==> config.mk <==
export PLATFORM = sky130hd
export DESIGN_NAME = modal_tile_downscale
export DESIGN_NICKNAME = d
export VERILOG_FILES = /design/src/sv/mtd_pkg.sv /design/src/sv/modal_tile_downscale.sv /design/src/sv/mtd_div.sv
export SDC_FILE = /design/constraint.sdc
export NUM_CORES = 1
export LEC_CHECK = 0
export BUFFER_PORTS_ARGS = -buffer_cell sky130_fd_sc_hd__buf_2
export CORE_MARGIN = 5
export CORE_UTILIZATION = 46
export DETAILED_ROUTE_END_ITERATION = 7
export PLACE_DENSITY_LB_ADDON = 0.08
export SLEW_MARGIN = 40
export SYNTH_ARGS = -nofsm -noshare
export SYNTH_HDL_FRONTEND = slang
export SYNTH_SLANG_ARGS = --single-unit
==> constraint.sdc <==
create_clock -name clock -period 10.1 [get_ports clock]
set_input_delay 0.505 -clock clock [delete_from_list [all_inputs] [get_ports clock]]
set_output_delay 0.505 -clock clock [all_outputs]
set_load 0.005 [all_outputs]
==> src/sv/mtd_pkg.sv <==
// Package for the modal tile downscaler: widths, reset values, color key function,
// channel codes and the sequencer state type.
// No dependencies; used by every module of the block.
package mtd_pkg;

   localparam int MAX_FACTOR_DEF = 4;
   localparam int PIX_W = 24;
   localparam int CHAN_W = 8;
   localparam int VOTE_W = 5;
   localparam int FACTOR_W = 3;
   localparam int FEFF_W = 4;
   localparam int KEY_W = 15;
   localparam int KEY_DROP = 3;
   localparam int KEY_RED_POS = 10;
   localparam int KEY_GRN_POS = 5;
   localparam logic [FACTOR_W-1:0] FACTOR_RESET = 3'd4;

   localparam logic [1:0] CH_RED = 2'd0;
   localparam logic [1:0] CH_GRN = 2'd1;
   localparam logic [1:0] CH_BLU = 2'd2;

   typedef enum logic [2:0] {
      ST_LOAD,
      ST_KEY,
      ST_CNT,
      ST_SUM,
      ST_DIV,
      ST_OUT
   } state_type;

   typedef struct packed {
      logic busy;
      logic done;
   } div_status_type;

   function automatic logic [KEY_W-1:0] color_key(input logic [PIX_W-1:0] p);
      logic [CHAN_W-1:0] r;
      logic [CHAN_W-1:0] g;
      logic [CHAN_W-1:0] b;
      r = p[23:16];
      g = p[15:8];
      b = p[7:0];
      color_key = (KEY_W'(r >> KEY_DROP) << KEY_RED_POS)
                | (KEY_W'(g >> KEY_DROP) << KEY_GRN_POS)
                | KEY_W'(b >> KEY_DROP);
   endfunction

endpackage

==> src/sv/modal_tile_downscale.sv <==
// Top level of the modal tile downscaler: tile store, mode search sequencer, sums
// and output register. Depends on mtd_pkg and the serial divider mtd_div.
//
//   Channel   Ports                                  Direction
//   request   req_valid, req_stall, req_pix_rgb       in, one word per source pixel
//   response  rsp_valid, rsp_stall, rsp_out_rgb,      out, one word per finished tile
//             rsp_mode_votes
//   control   csr_wr_en, csr_wr_data                 in, tile factor register
//
// A pixel is taken only while the block loads a tile; a csr write stalls the request.
// After the last pixel of a tile with n pixels the sequencer makes n*(n+2) reads of the tile
// store for the key, count and sum passes, then runs three divisions at one quotient bit per
// cycle, one per channel, then moves the result to the output register.
// Reset is synchronous and active high; it empties the tile and sets the factor to 4.
// A stalled response holds the finished tile at the end of the search until it leaves.
module modal_tile_downscale
   import mtd_pkg::*;
#(
   parameter int MAX_FACTOR = MAX_FACTOR_DEF
) (
   input  logic                 clock,
   input  logic                 reset,
   input  logic                 req_valid,
   output logic                 req_stall,
   input  logic [PIX_W-1:0]     req_pix_rgb,
   output logic                 rsp_valid,
   input  logic                 rsp_stall,
   output logic [PIX_W-1:0]     rsp_out_rgb,
   output logic [VOTE_W-1:0]    rsp_mode_votes,
   input  logic                 csr_wr_en,
   input  logic [FACTOR_W-1:0]  csr_wr_data
);

   localparam int CAP = MAX_FACTOR * MAX_FACTOR;
   localparam int ADDR_W = (CAP > 1) ? $clog2(CAP) : 1;
   localparam int CNT_W = $clog2(CAP + 1);
   localparam int SUM_W = CHAN_W + CNT_W;

   state_type state_ff, state_in;

   logic [FACTOR_W-1:0] factor_ff, factor_in;
   logic [CNT_W-1:0]    fill_ff, fill_in;
   logic [CNT_W-1:0]    i_ff, i_in;
   logic [CNT_W-1:0]    j_ff, j_in;
   logic                phase_ff, phase_in;
   logic [KEY_W-1:0]    ki_ff, ki_in;
   logic [CNT_W-1:0]    cnt_ff, cnt_in;
   logic [KEY_W-1:0]    best_ff, best_in;
   logic [CNT_W-1:0]    bestc_ff, bestc_in;
   logic [CNT_W-1:0]    tally_ff, tally_in;
   logic [SUM_W-1:0]    sum_ff [3];
   logic [SUM_W-1:0]    sum_in [3];
   logic [CHAN_W-1:0]   quo_ff [3];
   logic [CHAN_W-1:0]   quo_in [3];
   logic [1:0]          ch_ff, ch_in;
   logic                rsp_valid_ff, rsp_valid_in;
   logic [PIX_W-1:0]    rsp_rgb_ff, rsp_rgb_in;
   logic [VOTE_W-1:0]   rsp_votes_ff, rsp_votes_in;

   logic [PIX_W-1:0]    mem [CAP];
   logic [PIX_W-1:0]    rdata_ff;
   logic [ADDR_W-1:0]   rd_addr;
   logic                wr_en;

   logic [FEFF_W-1:0]   f_raw;
   logic [FEFF_W-1:0]   f_eff;
   logic [2*FEFF_W-1:0] n_sq;
   logic [CNT_W-1:0]    n_pix;
   logic [CNT_W-1:0]    last_idx;
   logic [KEY_W-1:0]    rkey;
   logic [CNT_W-1:0]    cnt_next;
   logic                req_take;
   logic                rsp_free;
   logic                div_start;
   logic [SUM_W-1:0]    div_num;
   logic [SUM_W-1:0]    div_quo;
   div_status_type      div_status;

   always_comb begin
      f_raw = {1'b0, factor_ff};
      f_eff = f_raw;
      if (f_raw == '0) begin
         f_eff = FEFF_W'(1);
      end else if (f_raw > FEFF_W'(MAX_FACTOR)) begin
         f_eff = FEFF_W'(MAX_FACTOR);
      end
      n_sq = {{FEFF_W{1'b0}}, f_eff} * {{FEFF_W{1'b0}}, f_eff};
      n_pix = CNT_W'(n_sq);
      last_idx = n_pix - 1'b1;
   end

   assign req_stall = (state_ff != ST_LOAD) || csr_wr_en;
   assign req_take = req_valid && !req_stall;
   assign rsp_free = !rsp_valid_ff || !rsp_stall;
   assign rkey = color_key(rdata_ff);
   assign wr_en = req_take && !csr_wr_en;

   always_comb begin
      state_in = state_ff;
      factor_in = factor_ff;
      fill_in = fill_ff;
      i_in = i_ff;
      j_in = j_ff;
      phase_in = phase_ff;
      ki_in = ki_ff;
      cnt_in = cnt_ff;
      best_in = best_ff;
      bestc_in = bestc_ff;
      tally_in = tally_ff;
      sum_in = sum_ff;
      quo_in = quo_ff;
      ch_in = ch_ff;
      rsp_rgb_in = rsp_rgb_ff;
      rsp_votes_in = rsp_votes_ff;
      rsp_valid_in = rsp_valid_ff && rsp_stall;
      div_start = 1'b0;
      rd_addr = (state_ff == ST_KEY) ? i_ff[ADDR_W-1:0] : j_ff[ADDR_W-1:0];
      cnt_next = cnt_ff + CNT_W'(rkey == ki_ff);
      case (ch_ff)
         CH_RED:  div_num = sum_ff[0];
         CH_GRN:  div_num = sum_ff[1];
         default: div_num = sum_ff[2];
      endcase

      case (state_ff)
         ST_LOAD: begin
            if (csr_wr_en) begin
               factor_in = csr_wr_data;
               fill_in = '0;
            end else if (req_take) begin
               if (fill_ff == last_idx) begin
                  fill_in = '0;
                  i_in = '0;
                  phase_in = 1'b0;
                  bestc_in = '0;
                  best_in = '0;
                  state_in = ST_KEY;
               end else begin
                  fill_in = fill_ff + 1'b1;
               end
            end
         end
         ST_KEY: begin
            phase_in = !phase_ff;
            if (phase_ff) begin
               ki_in = rkey;
               j_in = '0;
               cnt_in = '0;
               state_in = ST_CNT;
            end
         end
         ST_CNT: begin
            phase_in = !phase_ff;
            if (phase_ff) begin
               cnt_in = cnt_next;
               j_in = j_ff + 1'b1;
               if (j_ff == last_idx) begin
                  if (cnt_next > bestc_ff) begin
                     bestc_in = cnt_next;
                     best_in = ki_ff;
                  end
                  if (i_ff == last_idx) begin
                     j_in = '0;
                     tally_in = '0;
                     sum_in[0] = '0;
                     sum_in[1] = '0;
                     sum_in[2] = '0;
                     state_in = ST_SUM;
                  end else begin
                     i_in = i_ff + 1'b1;
                     state_in = ST_KEY;
                  end
               end
            end
         end
         ST_SUM: begin
            phase_in = !phase_ff;
            if (phase_ff) begin
               if (rkey == best_ff) begin
                  sum_in[0] = sum_ff[0] + SUM_W'(rdata_ff[23:16]);
                  sum_in[1] = sum_ff[1] + SUM_W'(rdata_ff[15:8]);
                  sum_in[2] = sum_ff[2] + SUM_W'(rdata_ff[7:0]);
                  tally_in = tally_ff + 1'b1;
               end
               j_in = j_ff + 1'b1;
               if (j_ff == last_idx) begin
                  ch_in = CH_RED;
                  state_in = ST_DIV;
               end
            end
         end
         ST_DIV: begin
            if (!phase_ff) begin
               div_start = 1'b1;
               phase_in = 1'b1;
            end else if (div_status.done) begin
               phase_in = 1'b0;
               case (ch_ff)
                  CH_RED: begin
                     quo_in[0] = div_quo[CHAN_W-1:0];
                     ch_in = CH_GRN;
                  end
                  CH_GRN: begin
                     quo_in[1] = div_quo[CHAN_W-1:0];
                     ch_in = CH_BLU;
                  end
                  default: begin
                     quo_in[2] = div_quo[CHAN_W-1:0];
                     state_in = ST_OUT;
                  end
               endcase
            end
         end
         ST_OUT: begin
            if (rsp_free) begin
               rsp_valid_in = 1'b1;
               rsp_rgb_in = {quo_ff[0], quo_ff[1], quo_ff[2]};
               rsp_votes_in = VOTE_W'(bestc_ff);
               state_in = ST_LOAD;
            end
         end
         default: begin
            state_in = ST_LOAD;
         end
      endcase
   end

   always_ff @(posedge clock) begin
      if (reset) begin
         state_ff <= ST_LOAD;
         factor_ff <= FACTOR_RESET;
         fill_ff <= '0;
         phase_ff <= 1'b0;
         rsp_valid_ff <= 1'b0;
      end else begin
         state_ff <= state_in;
         factor_ff <= factor_in;
         fill_ff <= fill_in;
         phase_ff <= phase_in;
         rsp_valid_ff <= rsp_valid_in;
      end
   end

   always_ff @(posedge clock) begin
      i_ff <= i_in;
      j_ff <= j_in;
      ki_ff <= ki_in;
      cnt_ff <= cnt_in;
      best_ff <= best_in;
      bestc_ff <= bestc_in;
      tally_ff <= tally_in;
      sum_ff <= sum_in;
      quo_ff <= quo_in;
      ch_ff <= ch_in;
      rsp_rgb_ff <= rsp_rgb_in;
      rsp_votes_ff <= rsp_votes_in;
   end

   always_ff @(posedge clock) begin
      if (wr_en) begin
         mem[fill_ff[ADDR_W-1:0]] <= req_pix_rgb;
      end
      rdata_ff <= mem[rd_addr];
   end

   mtd_div #(
      .NUM_W (SUM_W),
      .DEN_W (CNT_W)
   ) u_div (
      .clock  (clock),
      .reset  (reset),
      .start  (div_start),
      .num    (div_num),
      .den    (bestc_ff),
      .status (div_status),
      .quo    (div_quo)
   );

   assign rsp_valid = rsp_valid_ff;
   assign rsp_out_rgb = rsp_rgb_ff;
   assign rsp_mode_votes = rsp_votes_ff;

   a_fill_in_tile: assert property (@(posedge clock) disable iff (reset)
      fill_ff < n_pix)
      else $error("tile fill count reached the tile size");

   a_tally_matches: assert property (@(posedge clock) disable iff (reset)
      (state_ff == ST_SUM && state_in == ST_DIV) |=> (tally_ff == bestc_ff && bestc_ff != '0))
      else $error("sum pass count differs from the mode vote count");

   a_div_in_div_state: assert property (@(posedge clock) disable iff (reset)
      div_status.busy |-> state_ff == ST_DIV)
      else $error("divider busy outside the division phase");

   a_rsp_from_out: assert property (@(posedge clock) disable iff (reset)
      (rsp_valid_ff && !$past(rsp_valid_ff && rsp_stall)) |-> $past(state_ff) == ST_OUT)
      else $error("response word raised outside the output step");

endmodule

==> src/sv/mtd_div.sv <==
// Serial restoring divider, one quotient bit per cycle.
// Depends on mtd_pkg for the status struct.
module mtd_div
   import mtd_pkg::*;
#(
   parameter int NUM_W = 13,
   parameter int DEN_W = 5
) (
   input  logic                 clock,
   input  logic                 reset,
   input  logic                 start,
   input  logic [NUM_W-1:0]     num,
   input  logic [DEN_W-1:0]     den,
   output div_status_type       status,
   output logic [NUM_W-1:0]     quo
);

   localparam int STEP_W = $clog2(NUM_W + 1);

   logic [STEP_W-1:0] step_ff, step_in;
   logic              busy_ff, busy_in;
   logic              done_ff, done_in;
   logic [DEN_W-1:0]  rem_ff, rem_in;
   logic [NUM_W-1:0]  quo_ff, quo_in;
   logic [DEN_W:0]    trial;
   logic              fits;

   always_comb begin
      trial = {rem_ff, quo_ff[NUM_W-1]};
      fits = trial >= {1'b0, den};
      step_in = step_ff;
      busy_in = busy_ff;
      done_in = 1'b0;
      rem_in = rem_ff;
      quo_in = quo_ff;
      if (start) begin
         busy_in = 1'b1;
         step_in = '0;
         rem_in = '0;
         quo_in = num;
      end else if (busy_ff) begin
         if (fits) begin
            rem_in = DEN_W'(trial - {1'b0, den});
         end else begin
            rem_in = trial[DEN_W-1:0];
         end
         quo_in = {quo_ff[NUM_W-2:0], fits};
         step_in = step_ff + 1'b1;
         if (step_ff == STEP_W'(NUM_W - 1)) begin
            busy_in = 1'b0;
            done_in = 1'b1;
         end
      end
   end

   always_ff @(posedge clock) begin
      if (reset) begin
         busy_ff <= 1'b0;
         done_ff <= 1'b0;
         step_ff <= '0;
      end else begin
         busy_ff <= busy_in;
         done_ff <= done_in;
         step_ff <= step_in;
      end
   end

   always_ff @(posedge clock) begin
      rem_ff <= rem_in;
      quo_ff <= quo_in;
   end

   assign status.busy = busy_ff;
   assign status.done = done_ff;
   assign quo = quo_ff;

endmodule

* Word-level counts from Yosys, hierarchy flattened
Memories as Yosys holds them, arrays and structs flattened. A register that Yosys moved wholly into a read port is not among the register bits.
Cells that the tools add are included.
** Storage, ports and cells
- Register bits after elaboration :: 181
- RAM bits :: 384
- Input port bits :: 32
- Output and inout port bits :: 31
- Word-level logic and storage cells :: 192
- Memories :: 1
** Cells by class
- $add $sub $neg :: 10
- Multiply operators :: 1
- Magnitude comparators :: 3
- Equal/unequal tests :: 29
- Mux-type cells :: 78
- Bitwise gates (word level) :: 4
- Reduce and logical (&&, ||, !) cells :: 41
** Memory list
- mem :: depth 16, width 24, read ports 1, clocked after memory_dff 1, wr ports 1, line modal_tile_downscale.sv:60 : logic [PIX_W-1:0] mem [CAP];
** Operators with widths (count)
- 39-bit two-way mux :: 5
- 5-bit two-way mux :: 19
- 15-bit two-way mux :: 6
- 39-bit case mux with 2 select lines :: 1
- 13-bit by 8-bit adder with 13-bit output :: 3
- 3-bit two-way mux :: 13
- 15-bit equality test :: 2
- 2-bit inequality test (second input constant) :: 15
- 15-bit case mux with 2 select lines :: 1
- 5-bit case mux with 2 select lines :: 3
- 13-bit two-way mux :: 2
- 13-bit case mux with 2 select lines :: 1
- 4-bit AND reduction :: 5
- 3-bit case mux with 6 select lines :: 1
- 5-bit by 1-bit adder with 5-bit output (second input constant) :: 3
- 5-bit equality test :: 3
- 1-bit two-way mux :: 15
- 15-bit by 10-bit OR with 15-bit output :: 1
- 15-bit by 5-bit OR with 15-bit output :: 1
- 5-bit case mux with 3 select lines :: 1
- 7-bit AND reduction :: 2
- 12-bit AND reduction :: 1
- 6-bit AND reduction :: 2
- 2-bit nonzero test :: 6
- 30 further kinds :: 54

* Longest topological paths before layout
- Depth after elaboration :: 10
- Mapped depth :: 12
- Gate-level depth less buffers :: 12

* Cells and area by module
A second synthesis with hierarchy kept.
** Unflattened totals
- Cells, all modules :: 1656
- Area total of the unflattened synthesis :: 24905.1 um^2
** By module, submodules not included
- modal_tile_downscale :: instances 1, cells an instance 1543, area an instance 23610.1 um^2, seq. area each 16595.9 um^2
- mtd_div :: instances 1, cells an instance 113, area an instance 1295.0 um^2, seq. area each 610.6 um^2

* Worst setup path before layout
Ideal clock, no wire load.
- Path kind :: register -> register
- From :: register ki_ff[9]
- To :: register best_ff[0], enable pin
- Setup time :: 0.404 ns
- Arrival :: 3.134 ns
- Data required time :: 9.696 ns
- Slack :: 6.562 ns
- Stages on the path, launching flop included :: 13
- Path buffers :: 0
- Clock period less this slack :: 3.538 ns
- Path through :: edfxtp_1 -> xnor2_1 -> nand4_1 -> nor4_1 -> ha_1 -> ha_1 -> ha_1 -> nor2b_1 -> o21a_1 -> o21a_1 -> o21a_1 -> o22ai_1 -> a21oi_1
** Between the ends
- Longest elaborated chain between the ends :: 5
** Ends and longest elaborated chain
- start: declaration :: line modal_tile_downscale.sv:46 : logic [KEY_W-1:0] ki_ff, ki_in;
- start signal: assignment :: line modal_tile_downscale.sv:247 : ki_ff <= ki_in;
- 15-bit equality test :: line modal_tile_downscale.sv:118 : cnt_next = cnt_ff + CNT_W'(rkey == ki_ff);
- 5-bit by 1-bit adder with 5-bit output :: line modal_tile_downscale.sv:118
- 5-bit > comparator :: line modal_tile_downscale.sv:158 : if (cnt_next > bestc_ff) begin
- 2-bit inequality test (no line)
- 7-bit AND reduction (no line)
- end signal: assignment :: line modal_tile_downscale.sv:249 : best_ff <= best_in;
- end: declaration :: line modal_tile_downscale.sv:48 : logic [KEY_W-1:0] best_ff, best_in;
Every way passes these cells.
A chain may end at the register's enable or synchronous reset.

* Worst setup path in the final report
- From :: register rdata_ff[15] (read register of mem)
- To :: register best_ff[1], enable pin
** Between the ends
- Longest elaborated chain between the ends :: 7
** Ends and longest elaborated chain
- start: declaration :: line modal_tile_downscale.sv:61 : logic [PIX_W-1:0] rdata_ff;
- 15-bit by 10-bit OR with 15-bit output :: line mtd_pkg.sv:44 : | (KEY_W'(g >> KEY_DROP) << KEY_GRN_POS)
- 15-bit by 5-bit OR with 15-bit output :: line mtd_pkg.sv:45 : | KEY_W'(b >> KEY_DROP);
- 15-bit equality test :: line modal_tile_downscale.sv:118
- 5-bit by 1-bit adder with 5-bit output :: line modal_tile_downscale.sv:118
- 5-bit > comparator :: line modal_tile_downscale.sv:158
- 2-bit inequality test (no line)
- 7-bit AND reduction (no line)
Every way passes these cells.

==> results.py <==
metrics = {
    "outcome": {
        "status": "completed",
    },
    "worst_setup_path": {
        "critPathCaptureType": "flip-flop",
        "crit_family": "simple AND/OR/NAND/NOR gates",
        "worstPathMaxFanout": 20,
        "reg2reg_from": "rdata_ff[15]$_DFF_P_",
        "cpPeakStageDelay_ns": 0.60,
        "path_buf_inv": 1,
        "worstPathCellList": "xnor2_1 > nand4_1 > nor4_1 > ha_1 > ha_1 > ha_1 > nor2b_1 > o21a_1 > o21a_1 > o21a_1 > o22ai_1 > a21oi_2 > buf_4",
        "worst_path_max_delay_cell": "dfxtp_1",
        "cp.arrival_ns": 4.06,
        "critical_path_class": "reg2reg",
        "startpoint_type": "flip-flop",
        "crit_start": "rdata_ff[15]$_DFF_P_",
        "cp.required_ns": 10.42,
    },
    "worst_hold_path": {
        "hold_path.class": "in2reg",
        "min_from": "csr_wr_data[0]",
    },
    "route": {
        "dr.max_layer_used": "met5",
        "wl_met3_um": 2260,
        "wl_met2_um": 27400,
        "vias": 13731,
        "drtAntennaViolNets": 0,
        "met1_length_um": 24500,
        "drtIter0Drc": 854,
        "finalWirelength_um": 55300,
        "first_pass_iters": 5,
        "post_drt_via_cell_ratio": 5.54,
        "drcViolationCount": 0,
        "post_drt_wl_per_cell_um": 22.3,
    },
    "logic_synthesis": {
        "synth.area.top_cells": "edfxtp_1 (66%), mux2i_1 (6.7%), dfxtp_1 (3.9%)",
        "ys.flop_type": "edfxtp_1",
        "synth_area_leader_cell": "edfxtp_1",
        "synth.top_cell.area_share": 0.658,
        "yosysMostFrequentCell": "edfxtp_1",
        "synth_fa_ha_area_frac": 0.0255,
        "postSynthAreaPerCell_um2": 15.0,
        "ys_warn_count": 0,
        "synth_edf_count": 541,
        "synth_top_family_by_area": "multiplexers",
        "synth_common_cells": "edfxtp_1 (541), mux2i_1 (166), a21oi_1 (102), nor2_1 (79), nor2b_1 (60)",
        "synth_mux_area_frac": 0.0896,
        "async_flop_share": 0,
        "ys_types": 56,
        "synth_compound_gate_area_share": 0.0788,
        "synth_xor_area_frac": 0.0227,
        "syn_area_um2": 24700,
        "yosys.area_share.simple": 0.0666,
        "ys_seq_area_frac": 0.697,
        "synth-seq-cells": 589,
        "syn_inst": 1647,
        "synth_nets": 1727,
    },
    "sta": {
        "period_needed_ns": 3.75,
        "rsz0062_at_grt": "no",
        "tightest_slew_ns": 0.854,
        "finClkSkew_ns": 0.0264,
        "fin_crit_sh": 0.371,
        "drv_slew": 0,
        "timing.setup.tns_ns": 0,
        "fmaxAchievable_mhz": 267,
        "hold_viol_final": 0,
        "relSlewSlack": 0.430,
        "setup_violations": 0,
    },
    "job": {
        "drv_cap": 0,
    },
    "global_route": {
        "grt.total_usage": 0.186,
        "grt_pass1_wl_um": 83200,
        "grt_pass1_vias": 13636,
        "antenna_found_initial": 3,
        "overflow": 0,
        "grt_max_degree": 145,
    },
    "finish": {
        "fill_cells": 4429,
        "area_growth_pct": 14.1,
        "nNetsFinal": 1813,
        "drive_gt1_frac": 0.149,
        "insertedDiodeCount": 0,
    },
    "floorplan": {
        "die_y_um": 242,
        "top_level_ports": 63,
        "initial_core_util": 0.462,
        "std_cell_rows": 85,
        "die_w_um": 242,
        "design.die.area_um2": 58400,
        "core_um2": 53500,
    },
    "clock_tree": {
        "hold_buffers": 0,
        "postCtsSetupBuffers": 0,
        "cts-buffers-inserted": 66,
        "clockBufferDepth": 3,
        "clock_latency_ns": 0.61,
        "clock_sinks": 589,
        "h-tree-depth": 3,
        "clk_pin_slew_ns": 0.06,
        "cts_tree": "done",
        "post_cts_resized": 0,
        "cts_root_buf": "clkbuf_16",
    },
    "power_and_ir_drop": {
        "power_mw": 6.03,
        "peakVddDrop_v": 0.000141,
        "power.density_nw_per_um2": 214,
        "p_leak_nw": 9.87,
    },
    "placed_design": {
        "portBuffers": 62,
        "gp_congestion": 0.769,
        "post-dp-hpwl_um": 30900,
    },
}
==> where the power goes <==
part / internal [mW] / switching [mW]
sequential: 2.72 / 0.118
combinational: 0.395 / 0.512
clock: 1.34 / 0.939
total: 4.46 / 1.57
==> worst register-to-register path, stage by stage, from the launching register on <==
cell     delay, ns
dfxtp_1       0.60
xnor2_1       0.19
nand4_1       0.14
nor4_1        0.56
ha_1          0.29
ha_1          0.25
ha_1          0.29
nor2b_1       0.14
o21a_1        0.16
o21a_1        0.17
o21a_1        0.16
o22ai_1       0.20
a21oi_2       0.08
buf_4         0.23
==> cell usage in the layout, fill, tap and decap left out, types with 21 or more instances in the layout <==
| cell type | Yosys | routed |
|---|---|---|
| edfxtp_1 | 541 | 541 |
| mux2i_1 | 166 | 164 |
| a21oi_1 | 102 | 100 |
| clkbuf_16 | 0 | 67 |
| nor2_1 | 79 | 64 |
| buf_2 | 20 | 62 |
| nor2b_1 | 60 | 60 |
| a211oi_1 | 56 | 56 |
| mux2_2 | 49 | 49 |
| dfxtp_1 | 48 | 48 |
| ha_1 | 44 | 44 |
| nand2_1 | 43 | 41 |
| xnor2_1 | 40 | 40 |
| inv_1 | 37 | 37 |
| o21ai_0 | 33 | 33 |
| o22ai_1 | 26 | 26 |
| nand3_1 | 25 | 25 |
| buf_4 | 2 | 25 |
| xor2_1 | 24 | 24 |
| a221o_1 | 24 | 24 |
| and3_1 | 23 | 23 |
| nor3_1 | 28 | 22 |
| clkbuf_1 | 52 | 21 |
==> registers in the layout, indices dropped and copies added, names as in the netlist, 2 cells and up <==
| name | cells |
|---|---|
| factor_ff | 3 |
| ki_ff | 15 |
| cnt_ff | 5 |
| best_ff | 15 |
| quo_ff | 24 |
| fill_ff | 5 |
| rsp_mode_votes | 5 |
| j_ff | 5 |
| rsp_out_rgb | 24 |
| u_div.rem_ff | 5 |
| bestc_ff | 5 |
| u_div.step_ff | 4 |
| state_ff | 3 |
| ch_ff | 2 |
| mem | 384 |
| i_ff | 5 |
| sum_ff | 39 |
| rdata_ff | 24 |
| u_div.quo | 13 |
==> cell type report <==
type,instances,area (um2),area share
Clock inverter,27,289,0.0103
Timing Repair Buffer,99,736,0.0261
Tap cell,696,871,0.0309
Multi-Input combinational cell,940,7170,0.254
Clock buffer,89,1770,0.0628
Sequential cell,589,17200,0.611
Inverter,37,139,0.00493
==> kinds of logic after synthesis <==
group | count (synthesis)
DFF | 589
buffers and inverters | 118
and+or+nand+nor | 315
xor gates and xnor gates | 64
AOI/OAI and AO/OA | 298
adders and majority gates | 48
muxes | 215
==> path summary, 6_finish.rpt <==
check	to	slack [ns]	cells after the start
min	factor_ff[0]$_SDFFE_PP0P_	0.17	3
max reg2reg	best_ff[1]$_SDFFCE_PN0P_	6.35	13
min reg2reg	rsp_out_rgb[17]$_DFFE_PP_	0.42	0
max	best_ff[1]$_SDFFCE_PN0P_	6.35	13
==> layer usage <==
metal / GRT usage / vias to the layer above
met4: 0.0483 / 4
met2: 0.317 / 249
met5: 0 / -
li1: - / 6538
met1: 0.248 / 6850
met3: 0.0369 / 90
==> through the flow <==
step | setup WS [ns] | hold slack, ns | cell area, um2 | instances | util
2_1_floorplan | 6.56 | 0.400 | 24700 | 1647 | -
3_3_place_gp | 6.15 | 0.403 | 25900 | 2352 | 0.484
3_5_place_dp | 6.39 | 0.405 | 26100 | 2361 | 0.488
4_1_cts | 6.36 | 0.136 | 28200 | 2477 | 0.527
5_1_grt | 6.15 | 0.156 | 28200 | 2477 | 0.527
6_report | 6.35 | 0.171 | 28200 | 2477 | 0.527
Note: power is estimated with default switching activity, not from simulation.
